<file path="src/rtl/core/dms_pkg.sv">
// Shared types, codes and constants of the dispenser motor sequencer.
package dms_pkg;

    // Field widths.
    localparam int unsigned KindW   = 2;
    localparam int unsigned CycleW  = 8;
    localparam int unsigned TicksW  = 16;
    localparam int unsigned PulseW  = 16;
    localparam int unsigned NewPulW = 4;
    localparam int unsigned PhaseW  = 3;
    localparam int unsigned DriveW  = 2;
    localparam int unsigned CfgIdxW = 2;

    localparam int unsigned InDataW  = 32;
    localparam int unsigned OutDataW = 24;

    // Input word kinds.
    localparam logic [KindW-1:0] KIND_TICK  = 2'd0;
    localparam logic [KindW-1:0] KIND_START = 2'd1;
    localparam logic [KindW-1:0] KIND_CLEAR = 2'd2;

    // Motor drive codes.
    localparam logic [DriveW-1:0] DRIVE_STOP = 2'd0;
    localparam logic [DriveW-1:0] DRIVE_FWD  = 2'd1;
    localparam logic [DriveW-1:0] DRIVE_REV  = 2'd2;

    // Configuration register indexes and reset values.
    localparam logic [CfgIdxW-1:0] REG_FORWARD_RUN     = 2'd0;
    localparam logic [CfgIdxW-1:0] REG_REVERSE_TIMEOUT = 2'd1;
    localparam logic [CfgIdxW-1:0] REG_PAUSE           = 2'd2;

    localparam logic [TicksW-1:0] FORWARD_RUN_RESET     = 16'd2000;
    localparam logic [TicksW-1:0] REVERSE_TIMEOUT_RESET = 16'd5000;
    localparam logic [TicksW-1:0] PAUSE_RESET           = 16'd200;

    // Result word, packed from the lowest bit up (last member lowest).
    typedef struct packed {
        logic [OutDataW-19:0] pad;
        logic                 timed_out;
        logic                 finished;
        logic                 fault;
        logic                 busy_res;
        logic [CycleW-1:0]    cycles_done;
        logic [DriveW-1:0]    motor_drive;
        logic [PhaseW-1:0]    phase;
        logic                 accepted;
    } result_t;

endpackage

</file>
<file path="src/rtl/core/dispenser_motor_sequencer_unit.sv">
// Dispenser motor sequencer: input register, one-pass update, result register.
//
//  channel  | direction | ports                            | word
//  ---------+-----------+----------------------------------+------------------------------
//  s_       | in        | s_tvalid s_tready s_tdata s_tuser| tick, start or clear command
//  m_       | out       | m_tvalid m_tready m_tdata        | status after each command
//  cfg_     | in        | cfg_valid cfg_ready cfg_index    | register write, always ready
//           |           | cfg_data                         |
//
// Each accepted input word waits in the input register, where the update logic
// works on it until the result register can take its result. A new word
// is accepted every cycle while results are taken. A stall on m_ holds the
// result register and then the input register; s_tready falls only when both
// are full. Reset (aresetn low at a clock edge) empties both stages, returns the
// sequencer to idle and loads the register reset values.
module dispenser_motor_sequencer_unit
    import dms_pkg::*;
(
    input  logic                 aclk,
    input  logic                 aresetn,
    // input words
    input  logic                 s_tvalid,
    output logic                 s_tready,
    // [7:0] cycle_target, [23:8] pulse_target, [27:24] new_pulses,
    // [28] food_present, [31:29] zero
    input  logic [InDataW-1:0]   s_tdata,
    // [1:0] kind
    input  logic [KindW-1:0]     s_tuser,
    // result words
    output logic                 m_tvalid,
    input  logic                 m_tready,
    // [0] accepted, [3:1] phase, [5:4] motor_drive, [13:6] cycles_done,
    // [14] busy_res, [15] fault, [16] finished, [17] timed_out, [23:18] zero
    output logic [OutDataW-1:0]  m_tdata,
    // configuration writes
    input  logic                 cfg_valid,
    output logic                 cfg_ready,
    input  logic [CfgIdxW-1:0]   cfg_index,
    input  logic [TicksW-1:0]    cfg_data
);

    // Sequencer phases.
    localparam logic [PhaseW-1:0] PH_IDLE      = 3'd0;
    localparam logic [PhaseW-1:0] PH_FWD       = 3'd1;
    localparam logic [PhaseW-1:0] PH_REV       = 3'd2;
    localparam logic [PhaseW-1:0] PH_ERR       = 3'd3;
    localparam logic [PhaseW-1:0] PH_PAUSE_REV = 3'd4;
    localparam logic [PhaseW-1:0] PH_PAUSE_FWD = 3'd5;

    localparam logic [TicksW-1:0] TICKS_MAX = {TicksW{1'b1}};
    localparam logic [PulseW-1:0] PULSE_MAX = {PulseW{1'b1}};
    localparam logic [CycleW-1:0] CYCLE_MAX = {CycleW{1'b1}};

    // Configuration registers.
    logic [TicksW-1:0] forward_run_reg;
    logic [TicksW-1:0] reverse_timeout_reg;
    logic [TicksW-1:0] pause_reg;

    // Input register.
    logic               in_valid_reg;
    logic [KindW-1:0]   in_kind_reg;
    logic [CycleW-1:0]  in_cycle_target_reg;
    logic [PulseW-1:0]  in_pulse_target_reg;
    logic [NewPulW-1:0] in_new_pulses_reg;
    logic               in_food_reg;

    // Sequencer state.
    logic [PhaseW-1:0] phase_reg,      phase_next;
    logic [TicksW-1:0] elapsed_reg,    elapsed_next;
    logic [PulseW-1:0] pulse_reg,      pulse_next;
    logic [CycleW-1:0] cycle_reg,      cycle_next;
    logic [CycleW-1:0] cycle_goal_reg, cycle_goal_next;
    logic [PulseW-1:0] pulse_goal_reg, pulse_goal_next;

    // Result register.
    logic    out_valid_reg;
    result_t out_reg, out_next;

    logic advance;

    // Move a word from the input register to the result register when the
    // result register is empty or being emptied this cycle.
    assign advance   = in_valid_reg && (!out_valid_reg || m_tready);
    assign s_tready  = !in_valid_reg || advance;
    assign m_tvalid  = out_valid_reg;
    assign m_tdata   = out_reg;
    assign cfg_ready = 1'b1;

    // Configuration writes; an index beyond the list is dropped.
    always_ff @(posedge aclk) begin
        if (!aresetn) begin
            forward_run_reg     <= FORWARD_RUN_RESET;
            reverse_timeout_reg <= REVERSE_TIMEOUT_RESET;
            pause_reg           <= PAUSE_RESET;
        end else if (cfg_valid && cfg_ready) begin
            unique case (cfg_index)
                REG_FORWARD_RUN:     forward_run_reg     <= cfg_data;
                REG_REVERSE_TIMEOUT: reverse_timeout_reg <= cfg_data;
                REG_PAUSE:           pause_reg           <= cfg_data;
                default: ;
            endcase
        end
    end

    // Input register: payload needs no reset.
    always_ff @(posedge aclk) begin
        if (!aresetn) begin
            in_valid_reg <= 1'b0;
        end else if (s_tready) begin
            in_valid_reg <= s_tvalid;
        end
    end

    always_ff @(posedge aclk) begin
        if (s_tvalid && s_tready) begin
            in_kind_reg         <= s_tuser;
            in_cycle_target_reg <= s_tdata[7:0];
            in_pulse_target_reg <= s_tdata[23:8];
            in_new_pulses_reg   <= s_tdata[27:24];
            in_food_reg         <= s_tdata[28];
        end
    end

    // One-pass sequencer update for the word in the input register.
    always_comb begin
        logic [TicksW-1:0] elapsed_inc;
        logic [PulseW:0]   pulse_sum;
        logic [PulseW-1:0] pulse_sat;
        logic [CycleW-1:0] cycle_inc;
        logic              acc;
        logic              done;
        logic              tmo;

        phase_next      = phase_reg;
        elapsed_next    = elapsed_reg;
        pulse_next      = pulse_reg;
        cycle_next      = cycle_reg;
        cycle_goal_next = cycle_goal_reg;
        pulse_goal_next = pulse_goal_reg;
        acc             = 1'b0;
        done            = 1'b0;
        tmo             = 1'b0;

        elapsed_inc = (elapsed_reg == TICKS_MAX) ? elapsed_reg : elapsed_reg + 1'b1;
        pulse_sum   = {1'b0, pulse_reg} + {{(PulseW + 1 - NewPulW){1'b0}}, in_new_pulses_reg};
        pulse_sat   = pulse_sum[PulseW] ? PULSE_MAX : pulse_sum[PulseW-1:0];
        cycle_inc   = (cycle_reg == CYCLE_MAX) ? cycle_reg : cycle_reg + 1'b1;

        unique case (in_kind_reg)
            KIND_TICK: begin
                unique case (phase_reg) inside
                    PH_FWD: begin
                        elapsed_next = elapsed_inc;
                        if (elapsed_inc >= forward_run_reg) begin
                            phase_next   = (pause_reg == '0) ? PH_REV : PH_PAUSE_REV;
                            elapsed_next = '0;
                            pulse_next   = '0;
                        end
                    end
                    PH_PAUSE_REV, PH_PAUSE_FWD: begin
                        elapsed_next = elapsed_inc;
                        if (elapsed_inc >= pause_reg) begin
                            phase_next   = (phase_reg == PH_PAUSE_REV) ? PH_REV : PH_FWD;
                            elapsed_next = '0;
                            pulse_next   = '0;
                        end
                    end
                    PH_REV: begin
                        elapsed_next = elapsed_inc;
                        pulse_next   = pulse_sat;
                        if (pulse_sat >= pulse_goal_reg) begin
                            // Side complete: count it, then finish or turn round.
                            cycle_next   = cycle_inc;
                            elapsed_next = '0;
                            pulse_next   = '0;
                            if (cycle_inc >= cycle_goal_reg) begin
                                phase_next = PH_IDLE;
                                done       = 1'b1;
                            end else begin
                                phase_next = (pause_reg == '0) ? PH_FWD : PH_PAUSE_FWD;
                            end
                        end else if (elapsed_inc >= reverse_timeout_reg) begin
                            phase_next = PH_ERR;
                            tmo        = 1'b1;
                        end
                    end
                    default: ;
                endcase
            end
            KIND_START: begin
                // Error clears first; then start only from idle with food.
                if (phase_reg == PH_ERR) begin
                    phase_next = PH_IDLE;
                end
                if ((phase_reg == PH_ERR || phase_reg == PH_IDLE) && in_food_reg) begin
                    cycle_goal_next = in_cycle_target_reg;
                    pulse_goal_next = in_pulse_target_reg;
                    cycle_next      = '0;
                    phase_next      = PH_FWD;
                    elapsed_next    = '0;
                    pulse_next      = '0;
                    acc             = 1'b1;
                end
            end
            KIND_CLEAR: begin
                if (phase_reg == PH_ERR) begin
                    phase_next = PH_IDLE;
                end
            end
            default: ;
        endcase

        out_next             = '0;
        out_next.accepted    = acc;
        out_next.phase       = phase_next;
        out_next.cycles_done = cycle_next;
        out_next.finished    = done;
        out_next.timed_out   = tmo;
        out_next.fault       = (phase_next == PH_ERR);
        out_next.busy_res    = (phase_next == PH_FWD) || (phase_next == PH_REV) ||
                               (phase_next == PH_PAUSE_REV) || (phase_next == PH_PAUSE_FWD);
        if (phase_next == PH_FWD) begin
            out_next.motor_drive = DRIVE_FWD;
        end else if (phase_next == PH_REV) begin
            out_next.motor_drive = DRIVE_REV;
        end else begin
            out_next.motor_drive = DRIVE_STOP;
        end
    end

    // Sequencer state advances once per word.
    always_ff @(posedge aclk) begin
        if (!aresetn) begin
            phase_reg      <= PH_IDLE;
            elapsed_reg    <= '0;
            pulse_reg      <= '0;
            cycle_reg      <= '0;
            cycle_goal_reg <= '0;
            pulse_goal_reg <= '0;
        end else if (advance) begin
            phase_reg      <= phase_next;
            elapsed_reg    <= elapsed_next;
            pulse_reg      <= pulse_next;
            cycle_reg      <= cycle_next;
            cycle_goal_reg <= cycle_goal_next;
            pulse_goal_reg <= pulse_goal_next;
        end
    end

    // Result register: hold while stalled, load on advance, drop when taken.
    always_ff @(posedge aclk) begin
        if (!aresetn) begin
            out_valid_reg <= 1'b0;
        end else if (advance) begin
            out_valid_reg <= 1'b1;
        end else if (m_tready) begin
            out_valid_reg <= 1'b0;
        end
    end

    always_ff @(posedge aclk) begin
        if (advance) begin
            out_reg <= out_next;
        end
    end

    // Phase never leaves the six defined codes.
    a_phase_legal: assert property (@(posedge aclk) disable iff (!aresetn)
        phase_reg <= PH_PAUSE_FWD)
        else $error("sequencer phase outside defined codes");

    // A timeout always lands the sequencer in error.
    a_timeout_fault: assert property (@(posedge aclk) disable iff (!aresetn)
        advance && out_next.timed_out |=> phase_reg == PH_ERR && out_reg.fault)
        else $error("timeout without error phase");

    // A completed dispense leaves the motor stopped and idle.
    a_finish_idle: assert property (@(posedge aclk) disable iff (!aresetn)
        advance && out_next.finished |=> phase_reg == PH_IDLE &&
        out_reg.motor_drive == DRIVE_STOP && !out_reg.busy_res)
        else $error("finished dispense not idle");

    // An accepted start always begins with a forward run from a fresh count.
    a_start_forward: assert property (@(posedge aclk) disable iff (!aresetn)
        advance && out_next.accepted |=> phase_reg == PH_FWD && cycle_reg == '0 &&
        elapsed_reg == '0)
        else $error("accepted start did not enter forward run");

endmodule
</file>
<file path="config.mk">
export PLATFORM = sky130hd
export DESIGN_NAME = dispenser_motor_sequencer_unit
export DESIGN_NICKNAME = d
export VERILOG_FILES = /design/src/rtl/core/dms_pkg.sv /design/src/rtl/core/dispenser_motor_sequencer_unit.sv
export SDC_FILE = /design/constraint.sdc
export NUM_CORES = 1
export LEC_CHECK = 0
export BUFFER_PORTS_ARGS = -buffer_cell sky130_fd_sc_hd__buf_2
export CORE_ASPECT_RATIO = 0.75
export CORE_MARGIN = 5
export CORE_UTILIZATION = 50
export CTS_CLUSTER_SIZE = 8
export DETAILED_ROUTE_END_ITERATION = 6
export PLACE_DENSITY = 0.75
export SETUP_SLACK_MARGIN = 0.5
export SLEW_MARGIN = 25
export SYNTH_ARGS = -nofsm -noshare
export SYNTH_HDL_FRONTEND = slang
export SYNTH_SLANG_ARGS = --single-unit
</file>
<file path="constraint.sdc">
create_clock -name aclk -period 8.7 [get_ports aclk]
set_input_delay 2.61 -clock aclk [delete_from_list [all_inputs] [get_ports aclk]]
set_output_delay 2.61 -clock aclk [all_outputs]
set_load 0.02 [all_outputs]
</file>
==> impl_metrics.json, run 1 <==
{
  "status": "finished clean",
  "die_x_um": 166,
  "path_common_cell": "buf_2",
  "r2r_slack_ps": 3070,
  "routed_wl_um": 20100,
  "ant_nets": 0,
  "synth_warnings": 0,
  "crit_type": "in -> out",
  "n_antenna_cell": 0,
  "async_flop_share_pct": 0,
  "power_leakage_nw": 4.22,
  "crit_buf_inv": 2,
  "setup_tns_ps": 0,
  "ys_seq_elements": 166,
  "period_minus_slack_ps": 6040,
  "clk_path_buf_depth": 2,
  "cts_buffers": 17,
  "cts_hold_buf": 0,
  "path_cells": "buf_2, nor2b_1, nand2_1, buf_2",
  "cts_num_sinks": 166,
  "dr.pass1.iters": 5,
  "track_usage_pct": 19.7,
  "synthFlopType": "dfxtp_1",
  "clkTransAtPathRegs_ps": 60,
  "startpoint_type": "primary input",
  "htreeDepth": 4,
  "whs_endpoint": "forward_run_reg[3]$_SDFFE_PN0P_",
  "syn_area_mm2": 0.00918,
  "dp.cells": 1297,
  "dp_worst_setup_slack_ps": 2680,
  "hp-class": "reg -> reg",
  "row_count": 42,
  "avgSynthCellArea_um2": 8.99,
  "synth_top_area_cell": "dfxtp_1",
  "vias": 7230,
  "synth.distinct_cells": 73,
  "required_ps": 6090,
  "synth_edf_count": 49,
  "synth_area_leaders": "dfxtp_1 (26%), edfxtp_1 (16%), ha_1 (11%), nand2_1 (7.6%), a21boi_0 (5.1%)",
  "path_delay_family": "simple AND/OR/NAND/NOR gates",
  "avgRoutedWirePerCell_um": 15.2,
  "yosysSeqAreaShare_pct": 41.6,
  "max_freq_ghz": 0.165,
  "syn-instance-count": 1021,
  "hold_slack_ps": 466,
  "critPathArrivalTime_ps": 3430,
  "finalHoldViolations": 0,
  "drive_above_1_share_pct": 14.4,
  "largest_register_ffs": 18,
  "grt_max_degree": 106,
  "hpwl_um": 14600,
  "p_per_area_mw_per_mm2": 165,
  "grt_pass1_vias": 6924,
  "cp_slowest_cell": "nor2b_1",
  "stdcell_count": 1329,
  "slowest_delay_ps": 400,
  "cts_resized": 0,
  "rr_worst_depth": 18,
  "port_buffers": 73,
  "min_from": "forward_run_reg[3]$_SDFFE_PN0P_",
  "vias_per_cell": 5.44,
  "setup_ws_ps": 2660,
  "cap_viol_max_count": 0,
  "worstHoldPathCells": 2,
  "area_delta_synth_final_pct": 11.3,
  "chipHeight_um": 127,
  "worst_r2r_endpoint": "elapsed_reg[13]$_SDFFE_PN0P_",
  "core_mm2": 0.0178,
  "pin_count": 84,
  "dieArea_mm2": 0.0212,
  "ir_worst_vdd_mv": 0.134,
  "cp-end-kind": "primary output",
  "drc": 0,
  "fin_util_pct": 57.3,
  "grt_pass1_wl_um": 34600,
  "root_buffer": "clkbuf_16",
  "worst_slew_pin_slew_ps": 1020,
  "skew_ps": 9.67,
  "synth_top_area_share_pct": 25.5,
  "maxSlewViolCount": 0,
  "gp_congestion": 0.847,
  "post-cts-setup-buffers": 0,
  "fin_nets": 1210,
  "overflow": 0,
  "r2r-start": "in_new_pulses_reg[0]$_DFFE_PP_",
  "antenna_found_initial": 0,
  "rsz0062_at_grt": "false",
  "fin_crit_sh_pct": 69.5,
  "crit_fanout": 4,
  "clock_insertion_delay_worst_skew_ps": 430,
  "max_slew_margin_pct": 32.0,
  "setup_viol": 0,
  "cts_tree": "done",
  "initial_utilization_pct": 51.5,
  "drt_iter0_markers": 580
}
## synthesized netlist by cell type, types with 8 or more instances
cell / n
a21boi_0: 62
a21o_1: 14
a21oi_1: 36
a31oi_1: 16
and2_1: 8
and3_1: 8
clkbuf_1: 30
dfxtp_1: 117
edfxtp_1: 49
ha_1: 78
inv_1: 82
nand2_1: 186
nand2b_1: 14
nand3_1: 35
nand4_1: 10
nor2_1: 32
nor2b_1: 20
o211ai_1: 15
o21ai_0: 39
or3_1: 10
xnor2_1: 11
## power breakdown
part	switching [mW]	internal (mW)	leakage [nW]	total, mW
Combinational	0.0770	0.0471	2.53	0.124
Sequential	0.0137	0.822	1.42	0.836
Clock	0.328	0.399	0.267	0.727
Total	0.419	1.27	4.22	1.69
## layout by cell type, fill, tap and decap left out, types with 5 or more instances in the layout
cell type | Yosys | routed
and3_1 | 8 | 8
a21boi_0 | 62 | 62
or2_2 | 5 | 5
o211ai_1 | 15 | 15
conb_1 | 2 | 7
edfxtp_1 | 49 | 49
nor2b_1 | 20 | 20
buf_4 | 7 | 5
a22oi_1 | 7 | 7
nor2_1 | 32 | 31
dfxtp_1 | 117 | 117
a21o_1 | 14 | 14
ha_1 | 78 | 78
inv_6 | 0 | 5
xor2_1 | 6 | 6
mux2i_1 | 7 | 7
a22o_1 | 7 | 7
o21ai_0 | 39 | 39
a211oi_1 | 7 | 7
inv_1 | 82 | 81
a31oi_1 | 16 | 16
buf_2 | 5 | 73
xnor2_1 | 11 | 11
nand2_1 | 186 | 186
clkbuf_16 | 0 | 17
o21ai_2 | 7 | 7
nand2b_1 | 14 | 14
a21oi_1 | 36 | 36
o21a_1 | 7 | 7
nand3_1 | 35 | 35
and2_1 | 8 | 8
nor4_1 | 5 | 5
or3_1 | 10 | 10
nor3_1 | 7 | 7
nand4_1 | 10 | 10
## per-layer routing
layer | vias up | wire length (um) | global-route usage [%]
met5 | - | 0 | 0
met4 | 0 | 310 | 6.01
met3 | 30 | 1150 | 3.68
met2 | 181 | 8300 | 28.2
met1 | 3354 | 10400 | 29.9
li1 | 3665 | - | -
## tightest hold or removal path: stages (launching register included)
cell,delay [ps]
dfxtp_1,310
nand2_1,50
a21boi_0,60
## how the worst max path moves through the flow
stage | startpoint | endpoint | slack [ps] | cells after the start
global route | m_tready | s_tready | 2630 | 4
floorplan | m_tready | s_tready | 3120 | 2
finish | m_tready | s_tready | 2660 | 4
detailed placement | m_tready | s_tready | 2680 | 4
CTS | m_tready | s_tready | 2680 | 4
global placement | m_tready | s_tready | 2690 | 4
## area by class of cell
type | count | area [um^2]
inverter | 83 | 312
clock buffer | 17 | 425
multi-input combinational | 728 | 4810
fill | 1587 | 7600
tap | 242 | 303
sequential | 166 | 3810
clock inverter | 15 | 141
timing repair buffer | 78 | 403
## per-stage QoR
step,area [um^2],total power [mW]
floorplan,9200,0.936
global placement,9640,0.974
detailed placement,9640,0.977
CTS,10200,1.70
global route,10200,1.76
finish,10200,1.69
## logic make-up after synthesis
logic type / Yosys count / share of synthesized area (%)
adder cells (fa/ha/maj): 79 / 10.9
buffers and inverters: 132 / 6.29
AND/OR/NAND/NOR: 366 / 19.2
flip-flops: 166 / 41.6
XOR/XNOR: 17 / 1.62
AO/OA/AOI/OAI: 249 / 19.3
other: 2 / 0.0818
multiplexers: 10 / 1.13
No activity file was read; power rests on OpenSTA's default activity.
==> run 2: changes to the inputs <==
--- a/config.mk
+++ b/config.mk
@@ -11,7 +11,7 @@
 export CORE_UTILIZATION = 50
 export CTS_CLUSTER_SIZE = 8
 export DETAILED_ROUTE_END_ITERATION = 6
-export PLACE_DENSITY = 0.75
+export PLACE_DENSITY = 0.78
 export SETUP_SLACK_MARGIN = 0.5
 export SLEW_MARGIN = 25
 export SYNTH_ARGS = -nofsm -noshare
==> constraint.sdc (replaced) <==
create_clock -name aclk -period 5.4 [get_ports aclk]
set_input_delay 1.62 -clock aclk [delete_from_list [all_inputs] [get_ports aclk]]
set_output_delay 1.62 -clock aclk [all_outputs]
set_load 0.02 [all_outputs]
==> run 2 against run 1 <==
Effect of this change: total power up 65%; combinational power rose by 65%; flip-flop and latch count did not move; critical path depth up 14; non-clock buffer count is 10 higher; largest cell class unchanged; largest power group unchanged.
==> impl_metrics.json, run 2 (synthesized netlist as in run 1, its figures left out) <==
{
  "cts_hold_buf": 0,
  "max_slew_margin_pct": 38.9,
  "core_mm2": 0.0178,
  "root_buffer": "clkbuf_16",
  "initial_utilization_pct": 51.5,
  "p_sw_uw": 690,
  "hpwl_um": 14600,
  "switching_share_pct": 24.8,
  "p_per_area_mw_per_mm2": 269,
  "mostFrequentLayoutCells": "nand2_1 (186), dfxtp_1 (117), inv_1 (82)",
  "pin_count": 84,
  "fin_nets": 1220,
  "routed_wl_um": 20300,
  "row_count": 42,
  "clkTransAtPathRegs_ps": 70,
  "grt_pass1_vias": 6868,
  "dp_worst_setup_slack_ps": 577,
  "ir_worst_vdd_mv": 0.208,
  "fin_crit_sh_pct": 85.7,
  "port_buffers": 73,
  "mostFrequentLayoutCell": "nand2_1",
  "dp.cells": 1307,
  "drive_above_1_share_pct": 15.8,
  "cap_viol_max_count": 0,
  "worst_slew_pin_slew_ps": 914,
  "htreeDepth": 4,
  "hp-class": "reg -> reg",
  "grt_max_degree": 82,
  "largest_register_ffs": 18,
  "clkPwrFrac_pct": 44.3,
  "track_usage_pct": 19.5,
  "clk_path_buf_depth": 2,
  "setup_ws_ps": 770,
  "crit_fanout": 9,
  "p_comb_share_pct": 7.4,
  "required_ps": 5770,
  "ant_nets": 0,
  "setup_tns_ps": 0,
  "status": "finished clean",
  "stdcell_count": 1340,
  "hold_slack_ps": 465,
  "overflow": 0,
  "skew_ps": 10.5,
  "crit_type": "reg -> reg",
  "grt_pass1_wl_um": 33900,
  "power_leakage_nw": 4.30,
  "startpoint_type": "flip-flop",
  "drc": 0,
  "chipHeight_um": 127,
  "cts_num_sinks": 166,
  "power_mw": 2.79,
  "cp-end-kind": "flip-flop",
  "cts_tree": "done",
  "power.internal_mw": 2.10,
  "setup_viol": 0,
  "clock_insertion_delay_worst_skew_ps": 440,
  "critPathArrivalTime_ps": 5000,
  "avgRoutedWirePerCell_um": 15.2,
  "antenna_found_initial": 1,
  "cts_resized": 0,
  "cts_buffers": 17,
  "dr.pass1.iters": 5,
  "dieArea_mm2": 0.0212,
  "rsz0062_at_grt": "false",
  "max_freq_ghz": 0.216,
  "gp_congestion": 0.888,
  "maxSlewViolCount": 0,
  "finalHoldViolations": 0,
  "vias_per_cell": 5.46,
  "die_x_um": 166,
  "seq_power_share_pct": 48.3,
  "drt_iter0_markers": 583,
  "post-cts-setup-buffers": 0,
  "period_minus_slack_ps": 4630,
  "vias": 7317,
  "area_delta_synth_final_pct": 12.8
}
-- run 2: metal layers --
metal	global-route usage [%]	wire, um	share of wire [%]
met2	28.1	8460	42
met5	0	0	0
met4	5.82	276	1.4
met3	4.60	1330	6.5
met1	29.0	10300	50
-- run 2: worst paths after layout --
path                                   start                              end  slack, ps  cells after the start
min reg2reg  forward_run_reg[5]$_SDFFE_PN0P_  forward_run_reg[5]$_SDFFE_PN0P_        460                      2
min          forward_run_reg[5]$_SDFFE_PN0P_  forward_run_reg[5]$_SDFFE_PN0P_        460                      2
max reg2reg      elapsed_reg[0]$_SDFFE_PN0P_     elapsed_reg[10]$_SDFFE_PN0P_        770                     18
max              elapsed_reg[0]$_SDFFE_PN0P_     elapsed_reg[10]$_SDFFE_PN0P_        770                     18
-- run 2: per-stage QoR --
stage | utilization [%] | cell area [um^2]
3_5_place_dp | 54.6 | 9720
4_1_cts | 57.9 | 10300
3_3_place_gp | 54.6 | 9720
6_report | 58.1 | 10400
2_1_floorplan | - | 9200
5_1_grt | 58.1 | 10400
-- run 2: cell type report --
class                      count  area (um^2)
sequential                   166         3810
antenna                        1         2.50
fill                        1486         7460
timing repair buffer          88          478
inverter                      83          312
multi-input combinational    728         4840
clock buffer                  17          425
tap                          242          303
clock inverter                15          173
-- run 2: critical path, cell delays in order, from the launching register on --
cell and delay, ps:
dfxtp_1 450, ha_1 200, and3_1 220, nand4_2 230, or3_1 570, and2_1 250, nand2_1 90, nor2_1 60
or2_2 340, ha_1 200, a21oi_1 110, o21ai_0 180, a221oi_2 290, o21ai_2 170, or3b_4 410, a311oi_4 310
buf_4 240, a22oi_1 90, nor2b_1 150
-- run 2: power groups by stage --
| stage | Clock [mW] | Combinational, mW | Sequential [mW] |
|---|---|---|---|
| floorplan | 0 | 0.133 | 1.37 |
| global placement | 0 | 0.197 | 1.37 |
| detailed placement | 0 | 0.201 | 1.37 |
| CTS | 1.25 | 0.203 | 1.35 |
| global route | 1.32 | 0.228 | 1.35 |
| finish | 1.24 | 0.205 | 1.35 |
